[src/ultrasonic_echo_median_ranger_top_macros.svh]
// ----------------------------------------------------------------------------
// Assertion macros for the echo median ranger
// Implication checks that reference clk and rst_n of the including module.
// ----------------------------------------------------------------------------
`ifndef ULTRASONIC_ECHO_MEDIAN_RANGER_TOP_MACROS_SVH
`define ULTRASONIC_ECHO_MEDIAN_RANGER_TOP_MACROS_SVH

`ifndef ASSERT_OFF
// same-cycle implication
`define UEMR_ASSERT_IMP(lbl, ante, cons) \
    lbl: assert property (@(posedge clk) disable iff (!rst_n) (ante) |-> (cons)) \
        else $error("assertion failed: same-cycle implication");
// next-cycle implication
`define UEMR_ASSERT_NXT(lbl, ante, cons) \
    lbl: assert property (@(posedge clk) disable iff (!rst_n) (ante) |=> (cons)) \
        else $error("assertion failed: next-cycle implication");
`else
`define UEMR_ASSERT_IMP(lbl, ante, cons)
`define UEMR_ASSERT_NXT(lbl, ante, cons)
`endif

`endif

[src/uemr_pkg.sv]
// ----------------------------------------------------------------------------
// uemr_pkg
// Shared types and constants of the echo median ranger.
// ----------------------------------------------------------------------------
package uemr_pkg;

    localparam int ACT_W       = 2;
    localparam int TS_W        = 32;
    localparam int DIST_W      = 16;
    localparam int WINDOW_DEF  = 5;

    // widths at or above this saturate the distance (65536 * 58 / 16)
    localparam logic [TS_W-1:0] SAT_WIDTH = 32'd237568;

    // floor(x / 29) = (x * RECIP) >> RECIP_SHIFT for x < 2^21
    localparam int X_W         = 21;
    localparam int RECIP_W     = 22;
    localparam int RECIP_SHIFT = 26;
    localparam int PROD_W      = X_W + RECIP_W;
    localparam logic [RECIP_W-1:0] RECIP = 22'd2314099;

    typedef enum logic [ACT_W-1:0] {
        ACT_FALL    = 2'd0,
        ACT_RISE    = 2'd1,
        ACT_TIMEOUT = 2'd2
    } action_t;

    typedef enum logic [2:0] {
        ST_IDLE,
        ST_MUL,
        ST_SHIFT,
        ST_RANK,
        ST_OUT
    } state_t;

    // per-cycle commands to every cell
    typedef struct packed {
        logic shift;
        logic rank_clr;
        logic rank_en;
    } cell_ctl_t;

    // entry broadcast to all cells during ranking
    typedef struct packed {
        logic              pos;
        logic [DIST_W-1:0] distance;
    } bcast_t;

endpackage

[src/uemr_conv.sv]
// ----------------------------------------------------------------------------
// uemr_conv
// Pulse width to distance in 1/16 cm: floor(width * 8 / 29), saturated.
// ----------------------------------------------------------------------------
module uemr_conv (
    input  logic                         clk,
    input  logic                         load,
    input  logic [uemr_pkg::TS_W-1:0]    width,
    output logic [uemr_pkg::DIST_W-1:0]  distance
);
    import uemr_pkg::*;

    logic [PROD_W-1:0] prod_reg;
    logic              sat_reg;
    logic [X_W-1:0]    x;

    // scale by 8; only the low bits matter when not saturating
    assign x = {width[X_W-4:0], 3'b000};

    // register the reciprocal product and the saturation flag
    always_ff @(posedge clk)
    begin
        if (load)
        begin
            prod_reg <= PROD_W'(x) * PROD_W'(RECIP);
            sat_reg  <= (width >= SAT_WIDTH);
        end
    end

    // pick the quotient bits
    assign distance = sat_reg ? {DIST_W{1'b1}} : prod_reg[RECIP_SHIFT +: DIST_W];

endmodule

[src/uemr_cell.sv]
// ----------------------------------------------------------------------------
// uemr_cell
// One window entry: shifts from its neighbor and counts its own rank
// among the positive entries as they are broadcast.
// ----------------------------------------------------------------------------
module uemr_cell #(
    parameter int IDX   = 0,
    parameter int CNT_W = 3,
    parameter int K_W   = 3
) (
    input  logic                         clk,
    input  logic                         rst_n,
    input  uemr_pkg::cell_ctl_t          ctl,
    input  logic                         prev_valid,
    input  logic [uemr_pkg::DIST_W-1:0]  prev_dist,
    input  uemr_pkg::bcast_t             bc,
    input  logic [CNT_W-1:0]             bc_idx,
    output logic                         valid,
    output logic [uemr_pkg::DIST_W-1:0]  distance,
    output logic [K_W-1:0]               rank
);
    import uemr_pkg::*;

    logic              valid_reg;
    logic [DIST_W-1:0] dist_reg;
    logic [K_W-1:0]    rank_reg;
    logic [K_W-1:0]    rank_next;
    logic              ahead;

    // advance the valid bit along the chain
    always_ff @(posedge clk or negedge rst_n)
    begin
        if (!rst_n)
        begin
            valid_reg <= 1'b0;
            rank_reg  <= '0;
        end
        else
        begin
            if (ctl.shift)
            begin
                valid_reg <= prev_valid;
            end
            rank_reg <= rank_next;
        end
    end

    // advance the distance along the chain
    always_ff @(posedge clk)
    begin
        if (ctl.shift)
        begin
            dist_reg <= prev_dist;
        end
    end

    // broadcast entry sorts ahead of this one: smaller, or equal and lower (newer) index
    always_comb
    begin
        ahead = bc.pos && ((bc.distance < dist_reg) ||
                           ((bc.distance == dist_reg) && (bc_idx < CNT_W'(IDX))));
        rank_next = rank_reg;
        if (ctl.rank_clr)
        begin
            rank_next = '0;
        end
        else if (ctl.rank_en && ahead)
        begin
            rank_next = rank_reg + K_W'(1);
        end
    end

    assign valid    = valid_reg;
    assign distance = dist_reg;
    assign rank     = rank_reg;

endmodule

[src/ultrasonic_echo_median_ranger_top.sv]
// ----------------------------------------------------------------------------
// ultrasonic_echo_median_ranger_top
// Echo pulse ranging with an upper-median filter over the last WINDOW entries.
// ----------------------------------------------------------------------------
// Usage:
//   Input channel (in_valid/in_ready) carries one echo word: action and
//   timestamp_us. A rising edge is absorbed in the accepting cycle and gives
//   no result. A falling edge or timeout gives at most one result word on the
//   output channel (out_valid/out_ready): median_distance and no_echo.
//   Sequence: a falling edge or timeout passes from accept to result valid
//   through the multiply state, the shift state, the rank state in which each
//   window entry is broadcast once to the cell chain, and the output state.
//   The next word is taken once the block is back in idle; a rising edge or
//   an unused code is absorbed in idle. No new echo word is accepted until
//   the current one has left the output state.
//   Reset: clears the window to all invalid, drops the stored start and any
//   pending result.
//   Stall: a finished result waits in the output register while the next word
//   is accepted and processed; that next word's result waits in the output
//   cycle until the register frees.
// ----------------------------------------------------------------------------
`include "ultrasonic_echo_median_ranger_top_macros.svh"

module ultrasonic_echo_median_ranger_top #(
    parameter int WINDOW = uemr_pkg::WINDOW_DEF
) (
    input  logic                          clk,
    input  logic                          rst_n,
    input  logic                          in_valid,
    output logic                          in_ready,
    input  logic [uemr_pkg::ACT_W-1:0]    action,
    input  logic [uemr_pkg::TS_W-1:0]     timestamp_us,
    output logic                          out_valid,
    input  logic                          out_ready,
    output logic [uemr_pkg::DIST_W-1:0]   median_distance,
    output logic                          no_echo
);
    import uemr_pkg::*;

    localparam int CNT_W = (WINDOW > 1) ? $clog2(WINDOW) : 1;
    localparam int K_W   = $clog2(WINDOW + 1);

    state_t            state_reg, state_next;
    logic [TS_W-1:0]   start_reg, start_next;
    logic              start_present_reg, start_present_next;
    logic [TS_W-1:0]   width_reg, width_next;
    logic              entry_valid_reg, entry_valid_next;
    logic [CNT_W-1:0]  cnt_reg, cnt_next;
    logic [K_W-1:0]    k_reg, k_next;
    logic              any_valid_reg, any_valid_next;
    logic              out_valid_reg, out_valid_next;
    logic [DIST_W-1:0] median_reg, median_next;
    logic              no_echo_reg, no_echo_next;

    logic              accept;
    logic              slot_free;
    logic              conv_load;
    logic [DIST_W-1:0] conv_dist;
    cell_ctl_t         ctl;
    bcast_t            bc;
    logic [DIST_W-1:0] pick;

    logic              cell_valid [WINDOW];
    logic [DIST_W-1:0] cell_dist  [WINDOW];
    logic [K_W-1:0]    cell_rank  [WINDOW];
    logic [WINDOW-1:0] cell_pos;
    logic [WINDOW-1:0] hit;

    assign accept    = in_valid && in_ready;
    assign slot_free = !out_valid_reg || out_ready;

    // distance conversion unit
    uemr_conv u_conv (
        .clk      (clk),
        .load     (conv_load),
        .width    (width_reg),
        .distance (conv_dist)
    );

    // chain of window cells, cell 0 takes the new entry
    genvar gi;
    generate
        for (gi = 0; gi < WINDOW; gi++)
        begin : g_cell
            logic              pv;
            logic [DIST_W-1:0] pd;
            if (gi == 0)
            begin : g_head
                assign pv = entry_valid_reg;
                assign pd = conv_dist;
            end
            else
            begin : g_link
                assign pv = cell_valid[gi-1];
                assign pd = cell_dist[gi-1];
            end
            uemr_cell #(
                .IDX   (gi),
                .CNT_W (CNT_W),
                .K_W   (K_W)
            ) u_cell (
                .clk        (clk),
                .rst_n      (rst_n),
                .ctl        (ctl),
                .prev_valid (pv),
                .prev_dist  (pd),
                .bc         (bc),
                .bc_idx     (cnt_reg),
                .valid      (cell_valid[gi]),
                .distance   (cell_dist[gi]),
                .rank       (cell_rank[gi])
            );
            assign cell_pos[gi] = cell_valid[gi] && (cell_dist[gi] != '0);
            assign hit[gi]      = cell_pos[gi] && (cell_rank[gi] == (k_reg >> 1));
        end
    endgenerate

    // broadcast the entry selected by the rank counter
    always_comb
    begin
        bc.pos      = cell_pos[cnt_reg];
        bc.distance = cell_dist[cnt_reg];
    end

    // select the median entry
    always_comb
    begin
        pick = '0;
        for (int i = 0; i < WINDOW; i++)
        begin
            pick = pick | (cell_dist[i] & {DIST_W{hit[i]}});
        end
    end

    // hold state and payload registers
    always_ff @(posedge clk or negedge rst_n)
    begin
        if (!rst_n)
        begin
            state_reg         <= ST_IDLE;
            start_reg         <= '0;
            start_present_reg <= 1'b0;
            out_valid_reg     <= 1'b0;
            cnt_reg           <= '0;
            k_reg             <= '0;
            any_valid_reg     <= 1'b0;
        end
        else
        begin
            state_reg         <= state_next;
            start_reg         <= start_next;
            start_present_reg <= start_present_next;
            out_valid_reg     <= out_valid_next;
            cnt_reg           <= cnt_next;
            k_reg             <= k_next;
            any_valid_reg     <= any_valid_next;
        end
    end

    always_ff @(posedge clk)
    begin
        width_reg       <= width_next;
        entry_valid_reg <= entry_valid_next;
        median_reg      <= median_next;
        no_echo_reg     <= no_echo_next;
    end

    // sequence one echo word through multiply, shift, rank and output
    always_comb
    begin
        state_next         = state_reg;
        start_next         = start_reg;
        start_present_next = start_present_reg;
        width_next         = width_reg;
        entry_valid_next   = entry_valid_reg;
        cnt_next           = cnt_reg;
        k_next             = k_reg;
        any_valid_next     = any_valid_reg;
        median_next        = median_reg;
        no_echo_next       = no_echo_reg;
        out_valid_next     = out_valid_reg && !out_ready;
        in_ready           = 1'b0;
        conv_load          = 1'b0;
        ctl                = '0;

        unique case (state_reg)
            ST_IDLE:
            begin
                in_ready = 1'b1;
                if (accept)
                begin
                    unique case (action_t'(action))
                        ACT_RISE:
                        begin
                            start_next         = timestamp_us;
                            start_present_next = 1'b1;
                        end
                        ACT_FALL:
                        begin
                            width_next       = start_present_reg ?
                                               (timestamp_us - start_reg) : '0;
                            entry_valid_next = start_present_reg;
                            state_next       = ST_MUL;
                        end
                        ACT_TIMEOUT:
                        begin
                            width_next         = '0;
                            entry_valid_next   = 1'b1;
                            start_present_next = 1'b0;
                            state_next         = ST_MUL;
                        end
                        default:
                        begin
                            // unused code: drop the word
                        end
                    endcase
                end
            end
            ST_MUL:
            begin
                conv_load  = 1'b1;
                state_next = ST_SHIFT;
            end
            ST_SHIFT:
            begin
                ctl.shift      = 1'b1;
                ctl.rank_clr   = 1'b1;
                cnt_next       = '0;
                k_next         = '0;
                any_valid_next = 1'b0;
                state_next     = ST_RANK;
            end
            ST_RANK:
            begin
                ctl.rank_en    = 1'b1;
                k_next         = k_reg + K_W'(bc.pos);
                any_valid_next = any_valid_reg || cell_valid[cnt_reg];
                if (cnt_reg == CNT_W'(WINDOW - 1))
                begin
                    state_next = ST_OUT;
                end
                else
                begin
                    cnt_next = cnt_reg + CNT_W'(1);
                end
            end
            ST_OUT:
            begin
                if (slot_free)
                begin
                    if (any_valid_reg)
                    begin
                        out_valid_next = 1'b1;
                        median_next    = (k_reg == '0) ? '0 : pick;
                        no_echo_next   = (k_reg == '0);
                    end
                    state_next = ST_IDLE;
                end
            end
            default:
            begin
                state_next = ST_IDLE;
            end
        endcase
    end

    assign out_valid       = out_valid_reg;
    assign median_distance = median_reg;
    assign no_echo         = no_echo_reg;

    // no-echo results carry a zero distance
    `UEMR_ASSERT_IMP(a_no_echo_zero, out_valid && no_echo, median_distance == '0)
    // exactly one cell holds the median rank when positives exist
    `UEMR_ASSERT_IMP(a_one_median, (state_reg == ST_OUT) && (k_reg != '0), $onehot(hit))
    // a result is loaded when the slot frees with valid entries present
    `UEMR_ASSERT_NXT(a_result_load, (state_reg == ST_OUT) && slot_free && any_valid_reg,
                     out_valid_reg)

endmodule

[config.mk]
export PLATFORM = sky130hd
export DESIGN_NAME = ultrasonic_echo_median_ranger_top
export DESIGN_NICKNAME = d
export VERILOG_FILES = /design/src/uemr_pkg.sv /design/src/uemr_conv.sv /design/src/uemr_cell.sv /design/src/ultrasonic_echo_median_ranger_top.sv
export VERILOG_INCLUDE_DIRS = /design/src /design/src/src
export SDC_FILE = /design/constraint.sdc
export NUM_CORES = 1
export LEC_CHECK = 0
export BUFFER_PORTS_ARGS = -buffer_cell sky130_fd_sc_hd__buf_2
export CELL_PAD_IN_SITES_DETAIL_PLACEMENT = 1
export CELL_PAD_IN_SITES_GLOBAL_PLACEMENT = 2
export CORE_ASPECT_RATIO = 0.7
export CORE_MARGIN = 1
export CORE_UTILIZATION = 43
export CTS_BUF_LIST = sky130_fd_sc_hd__clkbuf_16
export DETAILED_ROUTE_END_ITERATION = 6
export PLACE_DENSITY_LB_ADDON = 0.1
export SLEW_MARGIN = 25
export SYNTH_ARGS = -nofsm -noshare
export SYNTH_HDL_FRONTEND = slang
export SYNTH_SLANG_ARGS = --single-unit
[constraint.sdc]
create_clock -name clk -period 8.7 [get_ports clk]
set_clock_uncertainty 0.2 [all_clocks]
set_input_delay 0.87 -clock clk [delete_from_list [all_inputs] [get_ports clk]]
set_output_delay 0.87 -clock clk [all_outputs]
set_load 0.02 [all_outputs]
# Yosys cells after proc, flatten, opt, wreduce, memory -nomap -nowiden
# Index checks and enable logic that the tools add are counted.
# W data, S select, Z words.
dict set report op_classes {
  addsub 8
  mul 1
  n_lt_le_gt_ge 13
  n_eq_ne 22
  muxes 38
  bitwise_logic 10
  n_reduce_logical 59
}
# cell count
set ops {}
lappend ops {{$and A16 B16 Y16} 5}
lappend ops {{$eq A16 B16 Y1} 5}
lappend ops {{$lt A16 B16 Y1} 5}
lappend ops {{$reduce_bool A16 Y1} 5}
lappend ops {{$or A16 B16 Y16} 4}
lappend ops {{$pmux W32 S2} 1}
lappend ops {{$bmux W16 S3} 1}
lappend ops {{$mux W3} 15}
lappend ops {{$mul A18 B22 Y39 const B} 1}
lappend ops {{$ge A32 B18 Y1 const B} 1}
lappend ops {{$mux W16} 2}
lappend ops {{$mux W32} 1}
lappend ops {{$sub A32 B32 Y32} 1}
lappend ops {{$logic_and A1 B1 Y1} 27}
lappend ops {{$add A3 B1 Y3 const B} 6}
lappend ops {{$reduce_bool A2 Y1} 8}
lappend ops {{$eq A3 B2 Y1} 5}
lappend ops {{$pmux W3 S5} 1}
lappend ops {{$pmux W3 S2} 2}
lappend ops {{$reduce_and A3 Y1} 4}
lappend ops {{$ne A2 B2 Y1 const B} 5}
lappend ops {{$mux W1} 9}
lappend ops {{$logic_or A1 B1 Y1} 7}
lappend ops {{$bmux W1 S3} 2}
lappend ops {{20 further kinds} 28}
dict set report totals {
  regBits 234
  in_bits 38
  output_inout_bits 19
  elab_cells 179
}

# Depth between registers and ports, before layout
dict set report depth {
  word_depth 11
  mapped_depth 22
  depth_no_buf 22
}

# By module
# A second synthesis with hierarchy kept.
dict set report unflattened {
  hier_cells 1993
  hier_area_um2 20397.1
}
# mod n_inst cells_each area_per_inst_um2 seq_area_each_um2
set modules_own_cells {}
lappend modules_own_cells {uemr_conv 1 805 7733.7 510.5}
lappend modules_own_cells {ultrasonic_echo_median_ranger_top 1 716 6996.7 2602.5}
lappend modules_own_cells {{uemr_cell (g_cell[3].u_cell)} 1 95 1182.4 580.6}
lappend modules_own_cells {{uemr_cell (g_cell[1].u_cell)} 1 97 1157.4 580.6}
lappend modules_own_cells {{uemr_cell (g_cell[0].u_cell)} 1 94 1119.8 580.6}
lappend modules_own_cells {{uemr_cell (g_cell[2].u_cell)} 1 94 1118.6 580.6}
lappend modules_own_cells {{uemr_cell (g_cell[4].u_cell)} 1 92 1088.5 580.6}

# Worst setup path after synthesis
# Ideal clock, no wire load.
dict set report synth_timing {
  kind {reg-to-reg}
  start {register width_reg[6]}
  end {register u_conv.prod_reg[40] (data pin)}
  setup_time_ns 0.258
  t_arrival_ns 5.675
  required_time_ns 8.242
  path_slack_ns 2.567
  stages_incl_launch_ff 21
  path_buffers 0
  synth_period_minus_slack_ns 6.133
  cell_sequence {edfxtp_1 > fa_1 > fa_1 > inv_1 > fa_1 > inv_1 > fa_1 > fa_1 > inv_1 > fa_1 > inv_1 > ha_1 > a211oi_1 > o22ai_1 > or3_1 > a221o_1 > o2111ai_2 > a31oi_2 > o21a_1 > nor2_1 > xnor2_1}
}
dict set report synth_via {
  elab_chain_cells 1
}
# item line_no
set synth_rtl {}
lappend synth_rtl {{from (decl)} ultrasonic_echo_median_ranger_top.sv:46} ;# logic [TS_W-1:0] width_reg, width_next;
lappend synth_rtl {{from (signal assigned)} ultrasonic_echo_median_ranger_top.sv:162} ;# width_reg <= width_next;
lappend synth_rtl {{$mul A18 B22 Y39} uemr_conv.sv:25} ;# prod_reg <= PROD_W'(x) * PROD_W'(RECIP);
lappend synth_rtl {{to (signal assigned)} uemr_conv.sv:25}
lappend synth_rtl {{to (decl)} uemr_conv.sv:13} ;# logic [PROD_W-1:0] prod_reg;
# No other way between the ends.
# A chain may end at the register's enable or synchronous reset.

# Final worst setup path
dict set report layout_timing {
  start {register width_reg[9]}
  end {register u_conv.prod_reg[40] (data pin)}
}
# Same word-level chain as after synthesis.

==> reports/results.ini <==
[layout]
largest_reg_flops = 80
drive_gt1_frac = 0.09496
num_antenna_cells = 0
final_cell_count_no_fill = 2500
final_nets = 2350
final_area_sq_um = 20840
fill_cells = 4875
area.growth.synth_to_final_pct = 9.433

[floorplanning]
ioPinCount = 57
dieArea_sq_um = 45150
fp.coreArea_sq_um = 43720
die_w_microns = 253.6
floorplan.initialDensity = 0.4356
die_y_microns = 178.1
num_rows = 64

[logic_synthesis]
synth_top_family_by_area = adder cells
async_reset_ff_frac = 0.3033
synth_xor_xnor_area_share = 0.02621
synth-simple-area-share = 0.09302
synth_ff_type = edfxtp_1
synth_top_area_share = 0.2318
netlist_area_sq_um = 19050
yosys_warnings = 0
syn_nets = 2290
synth_top_cell_by_area = edfxtp_1
syn_avg_cell_area_sq_um = 10.43
seq_area_frac_synth = 0.3158
synth_edf_count = 147
ys_seq_elements = 211
synth_cells = 1827
synthAdderAreaFrac = 0.3355
synth-compound-area-share = 0.1083
synth_commonest_cells = inv_1, ha_1, edfxtp_1
synth_mux_area_frac = 0.03889
synth_most_common_cell = inv_1
synth.distinct_cells = 70
synthTopCellsByArea = edfxtp_1, ha_1, fa_1

[sta]
relSlewSlack = 0.3077
worst_pin_slew_ps = 1038
hold_slack_ps = 243.9
finalSetupTns_ps = 0
fin_crit_sh = 0.7784
setup_viol = 0
final-hold-violation-count = 0
drv_slew = 0
fmax_ghz = 0.1477
rsz0062_at_grt = no
period_needed_ps = 6772

[global_route]
grt_pass1_vias = 14210
track_usage = 0.2516
grt_max_degree = 68
antenna_found_initial = 0
grt.overflow.total = 0
grt_pass1_wl_mm = 85.25

[drt]
drt-pass1-iter-count = 7
ant_nets = 0
drt_wl_total_mm = 55.15
drc = 0
vias_per_cell = 5.420
post_drt_wl_per_cell_microns = 22.06
first_iter_violations = 1028
vias = 13550

[clocking]
postCtsSetupRepairBufs = 0
cts_buffer_depth = 3
worstSkewPairLatency_ps = 570
cts_hold_buf = 0
cts_root_buffer = clkbuf_16
cts_made_buffers = 25
cts_resized = 0
cts-htree-levels = 1
tritoncts = yes
clkSlewWorstSetupHoldPaths_ps = 60
cts_sinks = 211

[pwr]
totalPowerFinal_mw = 6.568
power_density_nw_per_um2 = 315.1
p_leak_nw = 9.936
ir_worst_vdd_v = 0.0001501

[placement]
io_buffers = 56
gp_congestion = 0.9601
place.detailed.hpwl_mm = 45.45
dp_cells = 2454
dpl_cell_area_sq_um = 20080

[worst_setup_path]
worst-endpoint-required_ps = 8800
rrSetupSlack_ps = 1930
critPathLaunch = width_reg[9]
path_max_fanout = 9
r2r_start = width_reg[9]
crit_end = u_conv.prod_reg[40]
reg2reg_depth = 20
arrival_ps = 6870
r2r_end = u_conv.prod_reg[40]
worstSetupPathType = reg2reg
cp-start-kind = flip-flop
worstSetupEndpointType = flip-flop

[run_status]
outcome = complete, no violations

[flow_run]
drv_cap = 0

[min_path]
min_path_type = reg2reg

## per-layer routing
layer | global-route usage | vias up | share of wire
li1 | - | 6398 | -
met1 | 0.4123 | 6740 | 0.54
met2 | 0.3328 | 363 | 0.37
met3 | 0.05662 | 48 | 0.080
met4 | 0.03409 | 0 | 0.011
met5 | 0 | - | 0
## worst min path at each step
| stage | endpoint | startpoint | cells after the start | slack [ps] |
|---|---|---|---|---|
| 5_1_grt | g_cell[0].u_cell.valid | entry_valid_reg | 2 | 270 |
| 3_3_place_gp | g_cell[0].u_cell.valid | entry_valid_reg | 2 | 230 |
| 6_report | g_cell[0].u_cell.valid | entry_valid_reg | 2 | 240 |
| 2_1_floorplan | g_cell[0].u_cell.valid | entry_valid_reg | 2 | 210 |
| 4_1_cts | g_cell[0].u_cell.valid | entry_valid_reg | 2 | 250 |
| 3_5_place_dp | g_cell[0].u_cell.valid | entry_valid_reg | 2 | 230 |
## where the power goes
| group | internal [mW] | switching [mW] |
|---|---|---|
| Combinational | 1.54 | 2.27 |
| Sequential | 1.46 | 0.270 |
| Clock | 0.556 | 0.462 |
## layout by cell type (no fill, tap or decap), drive strengths merged, types with 16 or more instances in the layout
| master | netlist | layout |
|---|---|---|
| nor3 | 21 | 21 |
| xor2 | 26 | 26 |
| o21ai | 40 | 40 |
| inv | 376 | 380 |
| clkbuf | 30 | 25 |
| nand2 | 63 | 63 |
| clkinv | 1 | 17 |
| nand3 | 23 | 23 |
| a21oi | 84 | 84 |
| or2 | 25 | 25 |
| mux2i | 38 | 38 |
| a21o | 39 | 39 |
| nand4 | 19 | 19 |
| edfxtp | 147 | 147 |
| a222oi | 16 | 16 |
| fa | 143 | 143 |
| ha | 282 | 282 |
| nor4 | 29 | 29 |
| buf | 9 | 72 |
| o21a | 25 | 25 |
| mux2 | 30 | 30 |
| nor2 | 91 | 91 |
| dfrtp | 64 | 64 |
| nor2b | 21 | 21 |
| xnor2 | 31 | 31 |
| o22ai | 18 | 18 |
## worst max-delay path: stages, from the launching register on
cell and delay (ps):
edfxtp_1 590, fa_1 690, inv_1 120, fa_1 440
fa_1 480, fa_1 570, inv_1 50, fa_1 470
inv_1 60, fa_1 530, inv_1 40, ha_1 300
a211oi_1 240, o22ai_1 120, or3_1 310, a221o_1 370
o2111ai_2 290, a31oi_2 220, o21a_1 230, nor2_1 110
xnor2_1 70
## area by class of cell
class | count | area, sq um | share of cell area
timing repair buffer | 72 | 400.4 | 0.01921
multi-input combinational | 1200 | 11500 | 0.5518
sequential | 211 | 6017 | 0.2887
clock buffer | 25 | 625.6 | 0.03001
inverter | 377 | 1416 | 0.06795
tap | 594 | 743.2 | 0.03566
clock inverter | 21 | 138.9 | 0.006663
## stage by stage
step	util	setup slack, ps
after floorplan	-	2567
after global placement	0.4590	2107
after detailed placement	0.4592	1961
after CTS	0.4767	1889
after global routing	0.4767	1641
final	0.4767	1928
## cells by family (layout without fill, tap and decap cells)
group	Yosys count	in the layout
muxes	69	69
adders and majority gates	425	425
DFF	211	211
buffers and inverters	416	495
xor gates and xnor gates	57	57
and+or+nand+nor	344	344
AOI/OAI and AO/OA	305	305
No activity file was read; power rests on OpenSTA's default activity.
